[config.mk]
export PLATFORM = sky130hd
export DESIGN_NAME = sgdm_mom_calc
export DESIGN_NICKNAME = d
export VERILOG_FILES = /design/src/rtl/sgdm_pkg.sv /design/src/rtl/sgdm_mom_calc.sv
export SDC_FILE = /design/constraint.sdc
export NUM_CORES = 2
export LEC_CHECK = 0
export ABC_CLOCK_PERIOD_IN_PS = 8400
export BUFFER_PORTS_ARGS = -buffer_cell sky130_fd_sc_hd__buf_2
export CORE_UTILIZATION = 30
export DETAILED_ROUTE_END_ITERATION = 10
export RECOVER_POWER = 100
export SLEW_MARGIN = 20
export SYNTH_ARGS = -nofsm -noshare
export SYNTH_HDL_FRONTEND = slang
export SYNTH_SLANG_ARGS = --single-unit
[constraint.sdc]
create_clock -name clk -period 8.4 [get_ports clk]
set_input_delay 0.42 -clock clk [delete_from_list [all_inputs] [get_ports clk]]
set_output_delay 0.42 -clock clk [all_outputs]
set_load 0.005 [all_outputs]
[src/rtl/sgdm_pkg.sv]
// Package for the SGD momentum update block: field widths, register codes,
// the item struct and the fixed-point round and saturate helpers.
// No dependencies.
package sgdm_pkg;

  localparam int unsigned ELEMENTS_DEF = 4096;
  localparam int unsigned IDX_W        = 12;
  localparam int unsigned VAL_W        = 32;
  localparam int unsigned COEF_W       = 17;
  localparam int unsigned FRAC_W       = 16;
  localparam int unsigned SAT_BITS     = 32;
  localparam int unsigned CFG_AW       = 4;
  localparam int unsigned IN_TDATA_W   = 80;
  localparam int unsigned OUT_TDATA_W  = 48;

  // coeff * momentum, lr * update, and the widest sum before saturation
  localparam int unsigned PROD1_W = VAL_W + COEF_W + 1;
  localparam int unsigned PROD2_W = 2 * VAL_W;
  localparam int unsigned RND1_W  = PROD1_W - FRAC_W;
  localparam int unsigned RND2_W  = PROD2_W - FRAC_W;
  localparam int unsigned SUM_W   = RND2_W + 1;

  localparam logic signed [SUM_W-1:0] SAT_MAX = (SUM_W'(1) <<< (SAT_BITS - 1)) - SUM_W'(1);
  localparam logic signed [SUM_W-1:0] SAT_MIN = -SAT_MAX - SUM_W'(1);

  typedef enum logic [1:0] {
    REG_MAXIMIZE = 2'd0,
    REG_NESTEROV = 2'd1,
    REG_COEFF    = 2'd2,
    REG_LRATE    = 2'd3
  } cfg_reg_t;

  typedef struct packed {
    logic [IDX_W-1:0] idx;
    logic             in_range;
    logic [VAL_W:0]   grad;   // signed, one bit wider to hold a negated minimum
    logic [VAL_W-1:0] param;  // signed
  } sgdm_item_t;

  typedef struct packed {
    logic             en;
    logic [IDX_W-1:0] idx;
    logic [VAL_W-1:0] data;
  } sgdm_wr_t;

  // Drop FRAC_W fraction bits, round to nearest, ties away from zero.
  function automatic logic signed [RND1_W-1:0] round_p1(input logic signed [PROD1_W-1:0] x);
    logic signed [PROD1_W-1:0] t;
    t = x + (PROD1_W'(1) <<< (FRAC_W - 1)) - PROD1_W'(x[PROD1_W-1]);
    return t[PROD1_W-1:FRAC_W];
  endfunction

  function automatic logic signed [RND2_W-1:0] round_p2(input logic signed [PROD2_W-1:0] x);
    logic signed [PROD2_W-1:0] t;
    t = x + (PROD2_W'(1) <<< (FRAC_W - 1)) - PROD2_W'(x[PROD2_W-1]);
    return t[PROD2_W-1:FRAC_W];
  endfunction

  function automatic logic signed [VAL_W-1:0] sat_val(input logic signed [SUM_W-1:0] v);
    logic signed [SUM_W-1:0] r;
    if (v > SAT_MAX) begin
      r = SAT_MAX;
    end else if (v < SAT_MIN) begin
      r = SAT_MIN;
    end else begin
      r = v;
    end
    return r[VAL_W-1:0];
  endfunction

endpackage

[src/rtl/sgdm_mom_calc.sv]
// Momentum recurrence stages: coeff * m, then round, add gradient, saturate
// and write back. Flags new items that hit an entry still in flight.
// Depends on sgdm_pkg.
module sgdm_mom_calc import sgdm_pkg::*; (
  input  logic              clk,
  input  logic              rst_n,
  input  logic              adv,
  input  logic              in_vld,
  input  sgdm_item_t        in_item,
  input  logic [VAL_W-1:0]  rd_data,
  input  logic [COEF_W-1:0] coeff,
  input  logic [IDX_W-1:0]  chk_idx,
  output logic              hazard,
  output sgdm_wr_t          wr,
  output logic              out_vld,
  output sgdm_item_t        out_item,
  output logic [VAL_W-1:0]  out_mom
);

  logic                      s1_vld_r, s2_vld_r, s3_vld_r;
  sgdm_item_t                s1_item_r, s2_item_r, s3_item_r;
  logic signed [PROD1_W-1:0] s2_prod_r, s2_prod_nxt;
  logic [VAL_W-1:0]          s3_mom_r;
  logic signed [VAL_W-1:0]   s3_mom_nxt;
  logic signed [COEF_W:0]    coef_s;
  logic signed [VAL_W-1:0]   mom_rd;
  logic signed [VAL_W:0]     s2_grad;
  logic signed [RND1_W-1:0]  s2_rnd;
  logic signed [SUM_W-1:0]   s2_sum;

  assign coef_s      = {1'b0, coeff};
  assign mom_rd      = s1_item_r.in_range ? rd_data : '0;
  assign s2_prod_nxt = coef_s * mom_rd;

  assign s2_grad    = s2_item_r.grad;
  assign s2_rnd     = round_p1(s2_prod_r);
  assign s2_sum     = SUM_W'(s2_rnd) + SUM_W'(s2_grad);
  assign s3_mom_nxt = sat_val(s2_sum);

  always_ff @(posedge clk) begin
    if (!rst_n) begin
      s1_vld_r <= 1'b0;
      s2_vld_r <= 1'b0;
      s3_vld_r <= 1'b0;
    end else if (adv) begin
      s1_vld_r <= in_vld;
      s2_vld_r <= s1_vld_r;
      s3_vld_r <= s2_vld_r;
    end
  end

  always_ff @(posedge clk) begin
    if (adv) begin
      s1_item_r <= in_item;
      s2_item_r <= s1_item_r;
      s2_prod_r <= s2_prod_nxt;
      s3_item_r <= s2_item_r;
      s3_mom_r  <= s3_mom_nxt;
    end
  end

  // write back as the new momentum leaves stage two
  assign wr.en   = adv && s2_vld_r && s2_item_r.in_range;
  assign wr.idx  = s2_item_r.idx;
  assign wr.data = s3_mom_nxt;

  assign hazard = (s1_vld_r && (s1_item_r.idx == chk_idx)) ||
                  (s2_vld_r && (s2_item_r.idx == chk_idx));

  assign out_vld  = s3_vld_r;
  assign out_item = s3_item_r;
  assign out_mom  = s3_mom_r;

endmodule

==> results.ini <==
[worst_setup_path]
crit_path_frequent_cell = fa_1
startpoint_type = flip-flop
critPathSlowestCell = fa_1
critical-path-max-stage-delay_ns = 0.59
worstPathArrival_ns = 8.08
crit_type = flip-flop to flip-flop
critPathCaptureType = flip-flop
cp_cell_sequence = buf_12, and2_0, nand2_1, fa_1, inv_1, fa_1, inv_1, fa_1, fa_1, inv_1, fa_1, fa_1, ha_1, o21ai_0, a2111o_1, a211oi_2, o21ai_0, a21boi_2, a31oi_1, buf_4, o31ai_1, nand2_1, o211a_1
path_max_fanout = 109
required_ns = 8.73

[clock_tree]
clockBufferDepth = 3
clk_latency_ns = 0.59
cts-htree-levels = 1
cts-buffers-inserted = 30
cts_sinks = 319
root_buffer = clkbuf_16
clk_pin_slew_worst_paths_ns = 0.07
cts.repair.resized = 0
cts_tree = yes

[drt]
drt_wl_total_um = 87500
drt_iter0_markers = 1507
remaining_drc_errors = 0
vias_per_cell = 4.67
ant_nets = 0
via_count = 23400
avgRoutedWirePerCell_um = 17.4
first_pass_iters = 5

[place]
gp_congestion = 0.875
post-dp-hpwl_um = 71100
portBuffers = 299
dp_slack_ns = 0.783

[die]
dieArea_um2 = 113000
dieWidth_um = 336
core.rowCount = 122
die_h_um = 336
core_um2 = 111000
io_pins = 300
initial_core_util = 0.303

[sta]
skew_ns = 0.0216
finalCriticalPeriod_ns = 7.75
slew_violations = 100
finalCritPeriodShare = 0.923
rsz0062_at_grt = false
tightest_slew_ns = 5.51
max_slew_margin = -2.67
hold_slack_ns = 0.0896
hold_viol = 0
setup_ws_ns = 0.649
fmax_ghz = 0.129
setup_viol_count_final = 0
fin_setup_tns_ns = 0

[synth]
ys_warn_count = 0
synth_edf_count = 316
yosysTopAreaCellShare = 0.312
synth-seq-area-share = 0.285
yosysTopAreaCell = fa_1
yosys_most_used_dff = edfxtp_1
async_flop_share = 0
synth.area.top_cells = fa_1, edfxtp_1, ha_1
synth_cells = 3240
synthesis.area_um2 = 33500
syn_avg_cell_area_um2 = 10.3
synth_fp_nets = 4106
ys_ff_latch = 319
yosys.cell_types.count = 68

[final_layout]
n_antenna_cell = 0
syn_to_final_growth_pct = 13.4
final_cell_mix = inv_1, fa_1, nand2_1, edfxtp_1, and3_1
layout.cells.most_common = inv_1
drive_above_1_share = 0.0725
nFillCells = 11200
fin_nets = 4376

[outcome]
status = finished, violations left
violations = capacitance limit, slew limit

[flow_run]
maxCapViolations = 1

[grt]
grt_usage = 0.154
grt_pass1_vias = 24100
grt_max_degree = 164
grt_pass1_wl_um = 137000
grt.overflow.total = 0
antenna_found_initial = 5

[worst_hold_path]
hold_class = primary input to flip-flop

## worst max-delay path, delay by kind of cell, from the launching register on
family                     cells  cell delay (ns)
AOI/OAI and AO/OA              8             2.07
adders and majority gates      7             3.43
DFF                            1             0.38
and+or+nand+nor                3             0.88
buffers and inverters          5             0.63
## sequential cells by signal, summed over array words and instances (netlist names)
register   flops
wr            12
s2_vld_r       1
s2_prod_r     50
out_vld        1
out_mom       32
s1_item_r     78
s2_grad       33
out_item      78
s1_vld_r       1
s2_item_r     33
## cell usage after synthesis, types with 57 or more instances
library cell	instances
a21o_1	58
a21oi_1	120
and3_1	212
clkbuf_1	138
edfxtp_1	316
fa_1	522
ha_1	201
inv_1	635
nand2_1	428
nor2_1	63
o21ai_0	86
xnor2_1	80
xor2_1	57
## cell type report
class                           count  area [um^2]  area share
Multi-Input combinational cell   2135        21000       0.552
Sequential cell                   319         9550       0.251
Inverter                          635         2380      0.0627
Timing Repair Buffer              389         2220      0.0584
Tap cell                         1488         1860      0.0490
Clock buffer                       33          762      0.0200
Clock inverter                     21          241     0.00635
## metrics by stage
step | area (um^2) | std cells | utilization
global placement | 36400 | 4890 | 0.329
global route | 38000 | 5020 | 0.344
floorplan | 33500 | 3240 | -
CTS | 38200 | 5020 | 0.345
detailed placement | 36400 | 4891 | 0.329
finish | 38000 | 5020 | 0.344
## kinds of logic after synthesis
family | synth area share
and+or+nand+nor | 0.123
adders and majority gates | 0.387
muxes | 0.000896
xor gates and xnor gates | 0.0358
buffers and inverters | 0.0893
AOI/OAI and AO/OA | 0.0796
DFF | 0.285
## repair_timing
item	CTS	global route
hold endpoints to repair	75	0
hold buffers	75	0
buffers inserted	0	0
## path summary, 6_finish.rpt
kind	from	to	slack, ns	cells past startpoint
min reg2reg	s1_item_r[26]	s2_item_r[26]	0.42	0
max	s1_item_r[65]	s2_prod_r[49]	0.65	23
min	rst_n	out_vld	0.09	2
max reg2reg	s1_item_r[65]	s2_prod_r[49]	0.65	23
## layer usage
layer	track usage	vias up	share of wire
met5	0	-	0.00061
met4	0.0241	8	0.013
met3	0.0255	85	0.067
met2	0.253	755	0.45
met1	0.217	11600	0.47
li1	-	11000	-
Power is left out: the tool's default activity adds up to more than one toggle a clock period on the data nets, which glitch-free logic cannot reach.
