File: config.mk
export PLATFORM = sky130hd
export DESIGN_NAME = sgdm_lookahead
export DESIGN_NICKNAME = d
export VERILOG_FILES = /design/src/rtl/sgdm_pkg.sv /design/src/rtl/sgdm_lookahead.sv
export SDC_FILE = /design/constraint.sdc
export NUM_CORES = 2
export LEC_CHECK = 0
export BUFFER_PORTS_ARGS = -buffer_cell sky130_fd_sc_hd__buf_2
export CORE_UTILIZATION = 55
export CTS_CLUSTER_SIZE = 10
export DETAILED_ROUTE_END_ITERATION = 8
export PLACE_DENSITY = 0.75
export SLEW_MARGIN = 5
export SYNTH_ARGS = -nofsm -noshare
export SYNTH_HDL_FRONTEND = slang
export SYNTH_SLANG_ARGS = --single-unit
File: constraint.sdc
create_clock -name clk -period 11.8 [get_ports clk]
set_clock_uncertainty 0.05 [all_clocks]
set_input_delay 2.36 -clock clk [delete_from_list [all_inputs] [get_ports clk]]
set_output_delay 2.36 -clock clk [all_outputs]
set_load 0.05 [all_outputs]
File: src/rtl/sgdm_pkg.sv
// Package for the SGD momentum update block: field widths, register codes,
// the item struct and the fixed-point round and saturate helpers.
// No dependencies.
package sgdm_pkg;

  localparam int unsigned ELEMENTS_DEF = 4096;
  localparam int unsigned IDX_W        = 12;
  localparam int unsigned VAL_W        = 32;
  localparam int unsigned COEF_W       = 17;
  localparam int unsigned FRAC_W       = 16;
  localparam int unsigned SAT_BITS     = 32;
  localparam int unsigned CFG_AW       = 4;
  localparam int unsigned IN_TDATA_W   = 80;
  localparam int unsigned OUT_TDATA_W  = 48;

  // coeff * momentum, lr * update, and the widest sum before saturation
  localparam int unsigned PROD1_W = VAL_W + COEF_W + 1;
  localparam int unsigned PROD2_W = 2 * VAL_W;
  localparam int unsigned RND1_W  = PROD1_W - FRAC_W;
  localparam int unsigned RND2_W  = PROD2_W - FRAC_W;
  localparam int unsigned SUM_W   = RND2_W + 1;

  localparam logic signed [SUM_W-1:0] SAT_MAX = (SUM_W'(1) <<< (SAT_BITS - 1)) - SUM_W'(1);
  localparam logic signed [SUM_W-1:0] SAT_MIN = -SAT_MAX - SUM_W'(1);

  typedef enum logic [1:0] {
    REG_MAXIMIZE = 2'd0,
    REG_NESTEROV = 2'd1,
    REG_COEFF    = 2'd2,
    REG_LRATE    = 2'd3
  } cfg_reg_t;

  typedef struct packed {
    logic [IDX_W-1:0] idx;
    logic             in_range;
    logic [VAL_W:0]   grad;   // signed, one bit wider to hold a negated minimum
    logic [VAL_W-1:0] param;  // signed
  } sgdm_item_t;

  typedef struct packed {
    logic             en;
    logic [IDX_W-1:0] idx;
    logic [VAL_W-1:0] data;
  } sgdm_wr_t;

  // Drop FRAC_W fraction bits, round to nearest, ties away from zero.
  function automatic logic signed [RND1_W-1:0] round_p1(input logic signed [PROD1_W-1:0] x);
    logic signed [PROD1_W-1:0] t;
    t = x + (PROD1_W'(1) <<< (FRAC_W - 1)) - PROD1_W'(x[PROD1_W-1]);
    return t[PROD1_W-1:FRAC_W];
  endfunction

  function automatic logic signed [RND2_W-1:0] round_p2(input logic signed [PROD2_W-1:0] x);
    logic signed [PROD2_W-1:0] t;
    t = x + (PROD2_W'(1) <<< (FRAC_W - 1)) - PROD2_W'(x[PROD2_W-1]);
    return t[PROD2_W-1:FRAC_W];
  endfunction

  function automatic logic signed [VAL_W-1:0] sat_val(input logic signed [SUM_W-1:0] v);
    logic signed [SUM_W-1:0] r;
    if (v > SAT_MAX) begin
      r = SAT_MAX;
    end else if (v < SAT_MIN) begin
      r = SAT_MIN;
    end else begin
      r = v;
    end
    return r[VAL_W-1:0];
  endfunction

endpackage

File: src/rtl/sgdm_lookahead.sv
// Update select: plain momentum, or the Nesterov form coeff * m + g.
// Two register stages. Depends on sgdm_pkg.
module sgdm_lookahead import sgdm_pkg::*; (
  input  logic              clk,
  input  logic              rst_n,
  input  logic              adv,
  input  logic [COEF_W-1:0] coeff,
  input  logic              nesterov,
  input  logic              in_vld,
  input  sgdm_item_t        in_item,
  input  logic [VAL_W-1:0]  in_mom,
  output logic              out_vld,
  output sgdm_item_t        out_item,
  output logic [VAL_W-1:0]  out_upd
);

  logic                      s4_vld_r, s5_vld_r;
  sgdm_item_t                s4_item_r, s5_item_r;
  logic signed [PROD1_W-1:0] s4_prod_r, s4_prod_nxt;
  logic [VAL_W-1:0]          s4_mom_r;
  logic [VAL_W-1:0]          s5_upd_r, s5_upd_nxt;
  logic signed [COEF_W:0]    coef_s;
  logic signed [VAL_W-1:0]   mom_s;
  logic signed [VAL_W:0]     s4_grad;
  logic signed [RND1_W-1:0]  s4_rnd;
  logic signed [SUM_W-1:0]   s4_sum;

  assign coef_s      = {1'b0, coeff};
  assign mom_s       = in_mom;
  assign s4_prod_nxt = coef_s * mom_s;

  assign s4_grad    = s4_item_r.grad;
  assign s4_rnd     = round_p1(s4_prod_r);
  assign s4_sum     = SUM_W'(s4_rnd) + SUM_W'(s4_grad);
  assign s5_upd_nxt = nesterov ? sat_val(s4_sum) : s4_mom_r;

  always_ff @(posedge clk) begin
    if (!rst_n) begin
      s4_vld_r <= 1'b0;
      s5_vld_r <= 1'b0;
    end else if (adv) begin
      s4_vld_r <= in_vld;
      s5_vld_r <= s4_vld_r;
    end
  end

  always_ff @(posedge clk) begin
    if (adv) begin
      s4_item_r <= in_item;
      s4_prod_r <= s4_prod_nxt;
      s4_mom_r  <= in_mom;
      s5_item_r <= s4_item_r;
      s5_upd_r  <= s5_upd_nxt;
    end
  end

  assign out_vld  = s5_vld_r;
  assign out_item = s5_item_r;
  assign out_upd  = s5_upd_r;

endmodule

==> key figures <==
Run
  – Max-cap viol count: 0

GRT
  – GRT Resource Usage Total: 26.53%
  – Initial antenna violation count: 3
  – Largest net degree at the start of global routing: 121
  – Vias in the first global route: 22824
  – GRT Residual Overflow: 0
  – Global-route wire length before repair: 119500 microns

Floorplan
  – Total die area: 0.05740 sq mm
  – Rows: 86
  – Die width: 239.6 microns
  – Core box area: 0.05542 sq mm
  – Num ports: 243
  – Initial Util: 56.02%
  – Chip height: 239.6 microns

Clocking
  – Post-CTS setup repair buffer count: 0
  – Clk sink count: 272
  – Clock Tree Buf Depth: 3
  – Total CTS buffers: 34
  – Clock latency at the later pin of the worst-skew pair: 0.54 ns
  – Clk slew on worst S/H paths: 0.05 ns
  – Post-CTS Hold Buffers: 0
  – Htree depth: 2
  – CTS-repair resized insts: 0
  – Clock root buffer: clkbuf_16
  – TritonCTS clock tree: done

Yosys
  – Synthesis-stage register bit count: 272
  – Syn_area_per_cell: 10.49 sq um
  – Largest cells by area after synthesis: fa_1, edfxtp_1, ha_1, inv_1, nand2_1
  – Gate Count Post-Synth: 2960
  – Yosys top cell by area: fa_1
  – Share of synthesized registers carrying an async set or reset: 0%
  – Top FF cell, synth: edfxtp_1
  – Most frequent cell after synthesis: inv_1
  – Mapped cell area: 0.03104 sq mm
  – Most common library cells after synthesis: inv_1, fa_1, nand2_1, edfxtp_1, and2_1
  – Syn_nets: 3815
  – Synth top area share: 33.66%
  – Ys Warns: 0
  – Post-synthesis cell type count: 62
  – EDFF count, synth: 270
  – Register area share after synthesis: 26.25%

Layout
  – Nets: 3988
  – Post-route cell area: 0.03381 sq mm
  – Layout cell share with drive strength beyond 1: 9.466%
  – Area grow syn2layout: 8.899%

Worst setup path
  – Critical path's largest stage delay: 0.57 ns
  – Critical Path AT: 9.20 ns
  – WP buf/inv: 6
  – Data required time of the worst path: 12.00 ns
  – Crit-path cells: buf_2, nand2_1, fa_1, inv_1, fa_1, inv_1, fa_1, inv_1, fa_1, inv_1, fa_1, inv_1, fa_1, ha_1, a21o_1, a21o_1, a221o_1, a31oi_1, a2bb2oi_1, o31ai_1, a21oi_1, o21bai_1, a21oi_1, xnor2_1
  – Startpoint types: input pin
  – Crit path launch: coeff[3]
  – Launch point of the worst reg-to-reg path: s4_prod_r[1]$_DFFE_PP_
  – Setup Crit Path Kind: input pin to register
  – Crit path max fanout: 32
  – Most frequent CP cell: fa_1
  – Family with the most delay on the worst path: adder cells
  – Slowest CP cell: fa_1
  – Setup crit end kind: register

Timing
  – Worst-margin pin slew: 1.254 ns
  – Final period utilization: 76.30%
  – Min Tclk post-route: 9.003 ns
  – Final Max Slew Viols: 0
  – Fmax: 111.1 MHz
  – Fin Setup TNS: 0 ns
  – Final Hold Fails: 0
  – Final setup vio count: 0
  – Max-slew headroom: 16.41%
  – Unrepaired setup endpoints after global routing: false

Routing
  – Vias: 21430
  – WL per Instance: 18.75 microns
  – Via/cell ratio: 5.498
  – Total wire length: 73090 microns
  – Routed Antenna Nets: 0
  – DRC: 0
  – DRT iter0 DRCs: 1421
  – TritonRoute pass-1 iters: 6

Placed design
  – Placer Congestion: 0.9230
  – Dpl hpwl: 57980 microns
  – I/O Buffers: 242
  – DP Area: 0.03279 sq mm

Run status
  – Outcome: complete, no violations

Min path
  – Hold Path Origin: s4_item_r[18]$_DFFE_PP_
  – Worst Hold Class: register to register
metrics by stage:
step / instances / hold slack (ns) / setup slack [ns] / util, %
after detailed placement: 3845 / 0.3545 / 2.341 / 59.16
after global placement: 3845 / 0.3504 / 2.534 / 59.16
after floorplan: 2960 / 0.3503 / 3.293 / -
after CTS: 3896 / 0.3670 / 2.887 / 61.00
after global routing: 3897 / 0.3690 / 2.510 / 61.00
final: 3898 / 0.3539 / 2.797 / 61.01
final timing paths:
path,to,slack (ns),cells after the start
min,out_item[18]$_DFFE_PP_,0.35,0
max reg2reg,out_upd[12]$_DFFE_PP_,5.01,20
min reg2reg,out_item[18]$_DFFE_PP_,0.35,0
max,s4_prod_r[46]$_DFFE_PP_,2.80,24
flip-flops by register name, summed over array words and instances, names as in the netlist:
name,flops
out_upd,32
s4_item_r,45
s4_vld_r,1
out_item,78
s4_grad,33
out_vld,1
s4_mom_r,32
s4_prod_r,50
cell families after synthesis:
family	count (synthesis)	synth area share, %
DFF	272	26.25
xor gates and xnor gates	108	3.047
AOI/OAI and AO/OA	373	8.423
adders and majority gates	723	41.76
muxes	3	0.09673
and+or+nand+nor	744	11.42
buffers and inverters	737	9.008
area by class of cell:
cell class	instances	area [sq um]
Fill cell	4444	21610
Multi-Input combinational cell	1951	20100
Sequential cell	272	8148
Inverter	630	2365
Timing Repair Buffer	244	1236
Tap cell	748	935.9
Clock buffer	44	909.6
Clock inverter	7	107.6
Antenna cell	2	5.005
placed cells by master (no fill, tap or decap), drive strengths merged, types with 72 or more instances in the layout:
master | Yosys | routed
a21o | 72 | 72
a21oi | 102 | 102
and2 | 207 | 207
buf | 7 | 244
edfxtp | 270 | 270
fa | 522 | 522
ha | 201 | 201
inv | 630 | 630
nand2 | 388 | 388
xnor2 | 80 | 80
per-layer routing:
layer  up-vias  routed length, microns  global-route usage, %
met1     10760                   30820                  36.47
met3       103                    6928                  5.716
met4         4                    1217                  5.439
met5         -                      16                      0
li1       9677                       -                      -
met2       886                   34110                  43.45
Power is not shown: default switching activity piles up to over one toggle a cycle in this logic, so the estimate is an artifact.
