## config.mk

```make
export PLATFORM = sky130hd
export DESIGN_NAME = sgdm_apply
export DESIGN_NICKNAME = d
export VERILOG_FILES = /design/src/rtl/sgdm_pkg.sv /design/src/rtl/sgdm_apply.sv
export SDC_FILE = /design/constraint.sdc
export NUM_CORES = 2
export LEC_CHECK = 0
export ABC_AREA = 1
export BUFFER_PORTS_ARGS = -buffer_cell sky130_fd_sc_hd__buf_2
export CORE_ASPECT_RATIO = 1.25
export CORE_MARGIN = 8
export CORE_UTILIZATION = 45
export CTS_BUF_LIST = sky130_fd_sc_hd__clkbuf_4
export CTS_CLUSTER_SIZE = 30
export DETAILED_ROUTE_END_ITERATION = 12
export PLACE_DENSITY_LB_ADDON = 0.08
export SLEW_MARGIN = 20
export SYNTH_ARGS = -nofsm -noshare
export SYNTH_HDL_FRONTEND = slang
export SYNTH_SLANG_ARGS = --single-unit
export TNS_END_PERCENT = 20
```

## constraint.sdc

```tcl
create_clock -name clk -period 11.54 [get_ports clk]
set_input_delay 0.577 -clock clk [delete_from_list [all_inputs] [get_ports clk]]
set_output_delay 0.577 -clock clk [all_outputs]
set_load 0.05 [all_outputs]
```

## src/rtl/sgdm_pkg.sv

```systemverilog
// Package for the SGD momentum update block: field widths, register codes,
// the item struct and the fixed-point round and saturate helpers.
// No dependencies.
package sgdm_pkg;

  localparam int unsigned ELEMENTS_DEF = 4096;
  localparam int unsigned IDX_W        = 12;
  localparam int unsigned VAL_W        = 32;
  localparam int unsigned COEF_W       = 17;
  localparam int unsigned FRAC_W       = 16;
  localparam int unsigned SAT_BITS     = 32;
  localparam int unsigned CFG_AW       = 4;
  localparam int unsigned IN_TDATA_W   = 80;
  localparam int unsigned OUT_TDATA_W  = 48;

  // coeff * momentum, lr * update, and the widest sum before saturation
  localparam int unsigned PROD1_W = VAL_W + COEF_W + 1;
  localparam int unsigned PROD2_W = 2 * VAL_W;
  localparam int unsigned RND1_W  = PROD1_W - FRAC_W;
  localparam int unsigned RND2_W  = PROD2_W - FRAC_W;
  localparam int unsigned SUM_W   = RND2_W + 1;

  localparam logic signed [SUM_W-1:0] SAT_MAX = (SUM_W'(1) <<< (SAT_BITS - 1)) - SUM_W'(1);
  localparam logic signed [SUM_W-1:0] SAT_MIN = -SAT_MAX - SUM_W'(1);

  typedef enum logic [1:0] {
    REG_MAXIMIZE = 2'd0,
    REG_NESTEROV = 2'd1,
    REG_COEFF    = 2'd2,
    REG_LRATE    = 2'd3
  } cfg_reg_t;

  typedef struct packed {
    logic [IDX_W-1:0] idx;
    logic             in_range;
    logic [VAL_W:0]   grad;   // signed, one bit wider to hold a negated minimum
    logic [VAL_W-1:0] param;  // signed
  } sgdm_item_t;

  typedef struct packed {
    logic             en;
    logic [IDX_W-1:0] idx;
    logic [VAL_W-1:0] data;
  } sgdm_wr_t;

  // Drop FRAC_W fraction bits, round to nearest, ties away from zero.
  function automatic logic signed [RND1_W-1:0] round_p1(input logic signed [PROD1_W-1:0] x);
    logic signed [PROD1_W-1:0] t;
    t = x + (PROD1_W'(1) <<< (FRAC_W - 1)) - PROD1_W'(x[PROD1_W-1]);
    return t[PROD1_W-1:FRAC_W];
  endfunction

  function automatic logic signed [RND2_W-1:0] round_p2(input logic signed [PROD2_W-1:0] x);
    logic signed [PROD2_W-1:0] t;
    t = x + (PROD2_W'(1) <<< (FRAC_W - 1)) - PROD2_W'(x[PROD2_W-1]);
    return t[PROD2_W-1:FRAC_W];
  endfunction

  function automatic logic signed [VAL_W-1:0] sat_val(input logic signed [SUM_W-1:0] v);
    logic signed [SUM_W-1:0] r;
    if (v > SAT_MAX) begin
      r = SAT_MAX;
    end else if (v < SAT_MIN) begin
      r = SAT_MIN;
    end else begin
      r = v;
    end
    return r[VAL_W-1:0];
  endfunction

endpackage

```

## src/rtl/sgdm_apply.sv

```systemverilog
// Apply stages: learning_rate * update, then round, add to the parameter,
// saturate into the output register. Depends on sgdm_pkg.
module sgdm_apply import sgdm_pkg::*; (
  input  logic             clk,
  input  logic             rst_n,
  input  logic             adv,
  input  logic [VAL_W-1:0] lrate,
  input  logic             in_vld,
  input  sgdm_item_t       in_item,
  input  logic [VAL_W-1:0] in_upd,
  output logic             out_vld,
  output logic [IDX_W-1:0] out_idx,
  output logic [VAL_W-1:0] out_val
);

  logic                      s6_vld_r, o_vld_r;
  sgdm_item_t                s6_item_r;
  logic signed [PROD2_W-1:0] s6_prod_r, s6_prod_nxt;
  logic [IDX_W-1:0]          o_idx_r;
  logic [VAL_W-1:0]          o_val_r, o_val_nxt;
  logic signed [VAL_W-1:0]   lr_s, upd_s, s6_param;
  logic signed [RND2_W-1:0]  s6_rnd;
  logic signed [SUM_W-1:0]   s6_sum;

  assign lr_s        = lrate;
  assign upd_s       = in_upd;
  assign s6_prod_nxt = lr_s * upd_s;

  assign s6_param  = s6_item_r.param;
  assign s6_rnd    = round_p2(s6_prod_r);
  assign s6_sum    = SUM_W'(s6_param) + SUM_W'(s6_rnd);
  assign o_val_nxt = sat_val(s6_sum);

  always_ff @(posedge clk) begin
    if (!rst_n) begin
      s6_vld_r <= 1'b0;
      o_vld_r  <= 1'b0;
    end else if (adv) begin
      s6_vld_r <= in_vld;
      o_vld_r  <= s6_vld_r;
    end
  end

  always_ff @(posedge clk) begin
    if (adv) begin
      s6_item_r <= in_item;
      s6_prod_r <= s6_prod_nxt;
      o_idx_r   <= s6_item_r.idx;
      o_val_r   <= o_val_nxt;
    end
  end

  assign out_vld = o_vld_r;
  assign out_idx = o_idx_r;
  assign out_val = o_val_r;

endmodule

```

==> results.cfg <==
[route]
viasPerCell = 4.982
first_pass_iters = 5
drc = 0
drt_wl_total_um = 150900
wl_per_cell_um = 19.05
vias = 39476
ant_nets = 0
drtIter0Drc = 1958

[setup_path]
critPathMaxStageDelay_ns = 0.90
cp_top_family = adder cells
crit_buf_inv = 9
critPathCapture = s6_prod_r[55]$_DFFE_PP_
reg2reg_from = s6_prod_r[6]$_DFFE_PP_
cp_max_fo = 32
crit_arrival_ns = 8.84
cp.depth = 25
reg2reg_depth = 26
cp-start-kind = input pin
required_ns = 11.93
rr_endpoint = out_val[9]$_SDFFCE_PN1P_
path_class = input pin to flip-flop
crit_path_end_kind = flip-flop
crit_slowest_cell = fa_1
rrSetupSlack_ns = 5.38
crit_start = lrate[31]

[global_route]
grt_pass1_vias = 43993
grtUsageTotal_pct = 25.24
grt_pass1_wl_um = 241800
overflow = 0
grt_max_degree = 90
antenna_found_initial = 2

[cts]
clk_pin_slew_ns = 0.19
ctsHtreeMaxLevel = 4
cts-root-buf = clkbuf_4
clk_path_buf_depth = 2
numCtsBuffers = 17
cts_tree = built
postCtsHoldBufs = 0
cts_setup_buffers = 0
ctsResizeCount = 0
cts_sinks = 154
clk_latency_ns = 0.66

[timing]
finalCriticalPeriod_ns = 8.455
period_share_pct = 73.27
worst_slack_ns = 3.085
slew_headroom_pct = 20.90
setup_violations = 0
finalMaxSlewViolations = 0
tightest_slew_ns = 1.186
tns_ns = 0
grt_setup_unrepaired = false
hold_violations = 0
fin_worst_skew_ns = 0.04051
fmax_ghz = 0.1183

[status]
status = finished, final reports clean

[logic_synthesis]
synth_edf_count = 152
synthesis.nets = 7964
async_flop_share_pct = 0
ys_ff_latch = 154
syn_avg_cell_area_sq_um = 7.844
synth_seq_area_share_pct = 9.114
syn_inst = 6441
ys_warn_count = 0
synth_cell_types = 48
synthFlopType = edfxtp_1
syn_area_sq_um = 50520

[floorplanning]
top_level_ports = 191
num_rows = 137
die_w_um = 315.7
dieHeight_um = 390.6
initial_core_util_pct = 45.34
die_area_sq_um = 123300
coreArea_sq_um = 111400

[cells_and_area]
final_cell_area_sq_um = 52920
final_util_pct = 47.50
drive_gt1_share_pct = 4.395
nFillCells = 11456
final_nets = 7972
syn2layout_area_growth_pct = 4.753

[place]
hpwl_um = 128900
dp_slack_ns = 2.493
gp_congestion = 1.118
io_buffer_count = 156
dpl_cell_area_sq_um = 52580

[run]
drv_cap = 0

[hold_path]
min_from = in_item[69]
hold_class = input pin to flip-flop
==> Yosys cell counts, types with 2 or more instances <==
library cell  instances  area [sq um]
inv_1              1914          7184
nand2_1            1650          6193
fa_1               1083         21680
nor2_1              307          1152
ha_1                294          3679
a21oi_1             233          1166
clkbuf_1            192         720.7
edfxtp_1            152          4564
o21ai_0             125         625.6
xor2_1               93         814.5
nand3_1              79         395.4
xnor2_1              56         490.5
a31oi_1              37         231.5
nand4_1              35         219.0
nand2_2              24         150.1
nor3_1               24         120.1
o21a_1               17         127.6
o21bai_1             15         112.6
nor2_2               13         81.33
a21o_1               12         90.09
nor4_1                8         50.05
or2_2                 7         43.79
buf_6                 6         67.56
o211ai_1              6         45.04
and2_1                5         31.28
nand3_2               5         50.05
o21ai_1               5         25.02
a21boi_0              4         30.03
a221oi_1              4         35.03
nor3_2                4         40.04
a211oi_1              3         22.52
and3_1                3         18.77
inv_2                 3         11.26
nor2_4                3         33.78
dfxtp_1               2         40.04
nand3b_1              2         15.01
o2111ai_1             2         17.52
o221ai_1              2         17.52
o311ai_0              2         17.52
o31ai_1               2         15.01
==> worst min-delay path by stage <==
stage	end	cells after the start
6_report	s6_item_r[69]$_DFFE_PP_	1
5_1_grt	s6_item_r[76]$_DFFE_PP_	1
4_1_cts	s6_item_r[71]$_DFFE_PP_	1
3_5_place_dp	out_idx[4]$_DFFE_PP_	0
3_3_place_gp	out_idx[11]$_DFFE_PP_	0
2_1_floorplan	out_idx[0]$_DFFE_PP_	0
==> per-layer routing <==
| metal | track usage (%) | vias up | part of all wire [%] |
|---|---|---|---|
| li1 | - | 18547 | - |
| met1 | 29.68 | 19787 | 40 |
| met2 | 47.51 | 855 | 53 |
| met3 | 2.172 | 287 | 3.4 |
| met4 | 9.298 | 0 | 4.1 |
| met5 | 0 | - | 0 |
==> cell usage in the layout, fill, tap and decap left out, types with 6 or more instances in the layout <==
master,instances
clkbuf_4,17
a21oi_1,233
o211ai_1,6
a21o_1,12
ha_1,294
nand2_1,1650
xor2_1,93
buf_4,31
nand4_1,35
nand2_2,24
nor2_2,13
xnor2_1,56
o21bai_1,15
nand3_1,79
nor2_1,307
inv_1,1914
o21ai_0,125
nor4_1,8
fa_1,1083
o21a_1,17
clkinv_8,7
edfxtp_1,152
buf_2,155
or2_2,7
a31oi_1,37
nor3_1,24
==> registers in the layout, summed over array words and instances (netlist names) <==
signal	cells
out_idx	12
out_val	32
out_vld	1
s6_item_r	12
s6_param	32
s6_prod_r	64
s6_vld_r	1
==> final cells by class <==
cell class	instances	area (sq um)	share of cell area, %
Clock inverter	15	211.5	0.3995
Timing Repair Buffer	187	1020	1.927
Inverter	1917	7196	13.60
Antenna cell	2	5.005	0.009457
Tap cell	1459	1826	3.449
Multi-Input combinational cell	4172	37930	71.68
Sequential cell	154	4604	8.700
Clock buffer	17	127.6	0.2411
==> cells by family (layout without fill, tap and decap cells) <==
logic type,Yosys count,count (layout),share of synthesized area [%]
AND/OR/NAND/NOR,2174,2174,17.12
buffers and inverters,2115,2136,15.80
adder cells (fa/ha/maj),1377,1377,50.19
AO/OA/AOI/OAI,472,472,5.186
flip-flops,154,154,9.114
XOR/XNOR,149,149,2.583
other,0,2,0
==> worst reg2reg max path, delay by kind of cell (launching register included) <==
| kind | cells | cell delay, ns |
|---|---|---|
| buffers and inverters | 1 | 0.08 |
| adder cells (fa/ha/maj) | 2 | 0.67 |
| AND/OR/NAND/NOR | 17 | 2.70 |
| flip-flops | 1 | 0.42 |
| AO/OA/AOI/OAI | 5 | 1.63 |
| XOR/XNOR | 1 | 0.42 |
==> stage by stage <==
step,hold slack (ns),instances
floorplan,0.4003,6441
global placement,0.4003,7889
detailed placement,0.4052,7889
CTS,0.01221,7921
global route,0.01878,7922
finish,0.06995,7923
Power is left out: the tool's default activity adds up to more than one toggle a clock period on the data nets, which glitch-free logic cannot reach.
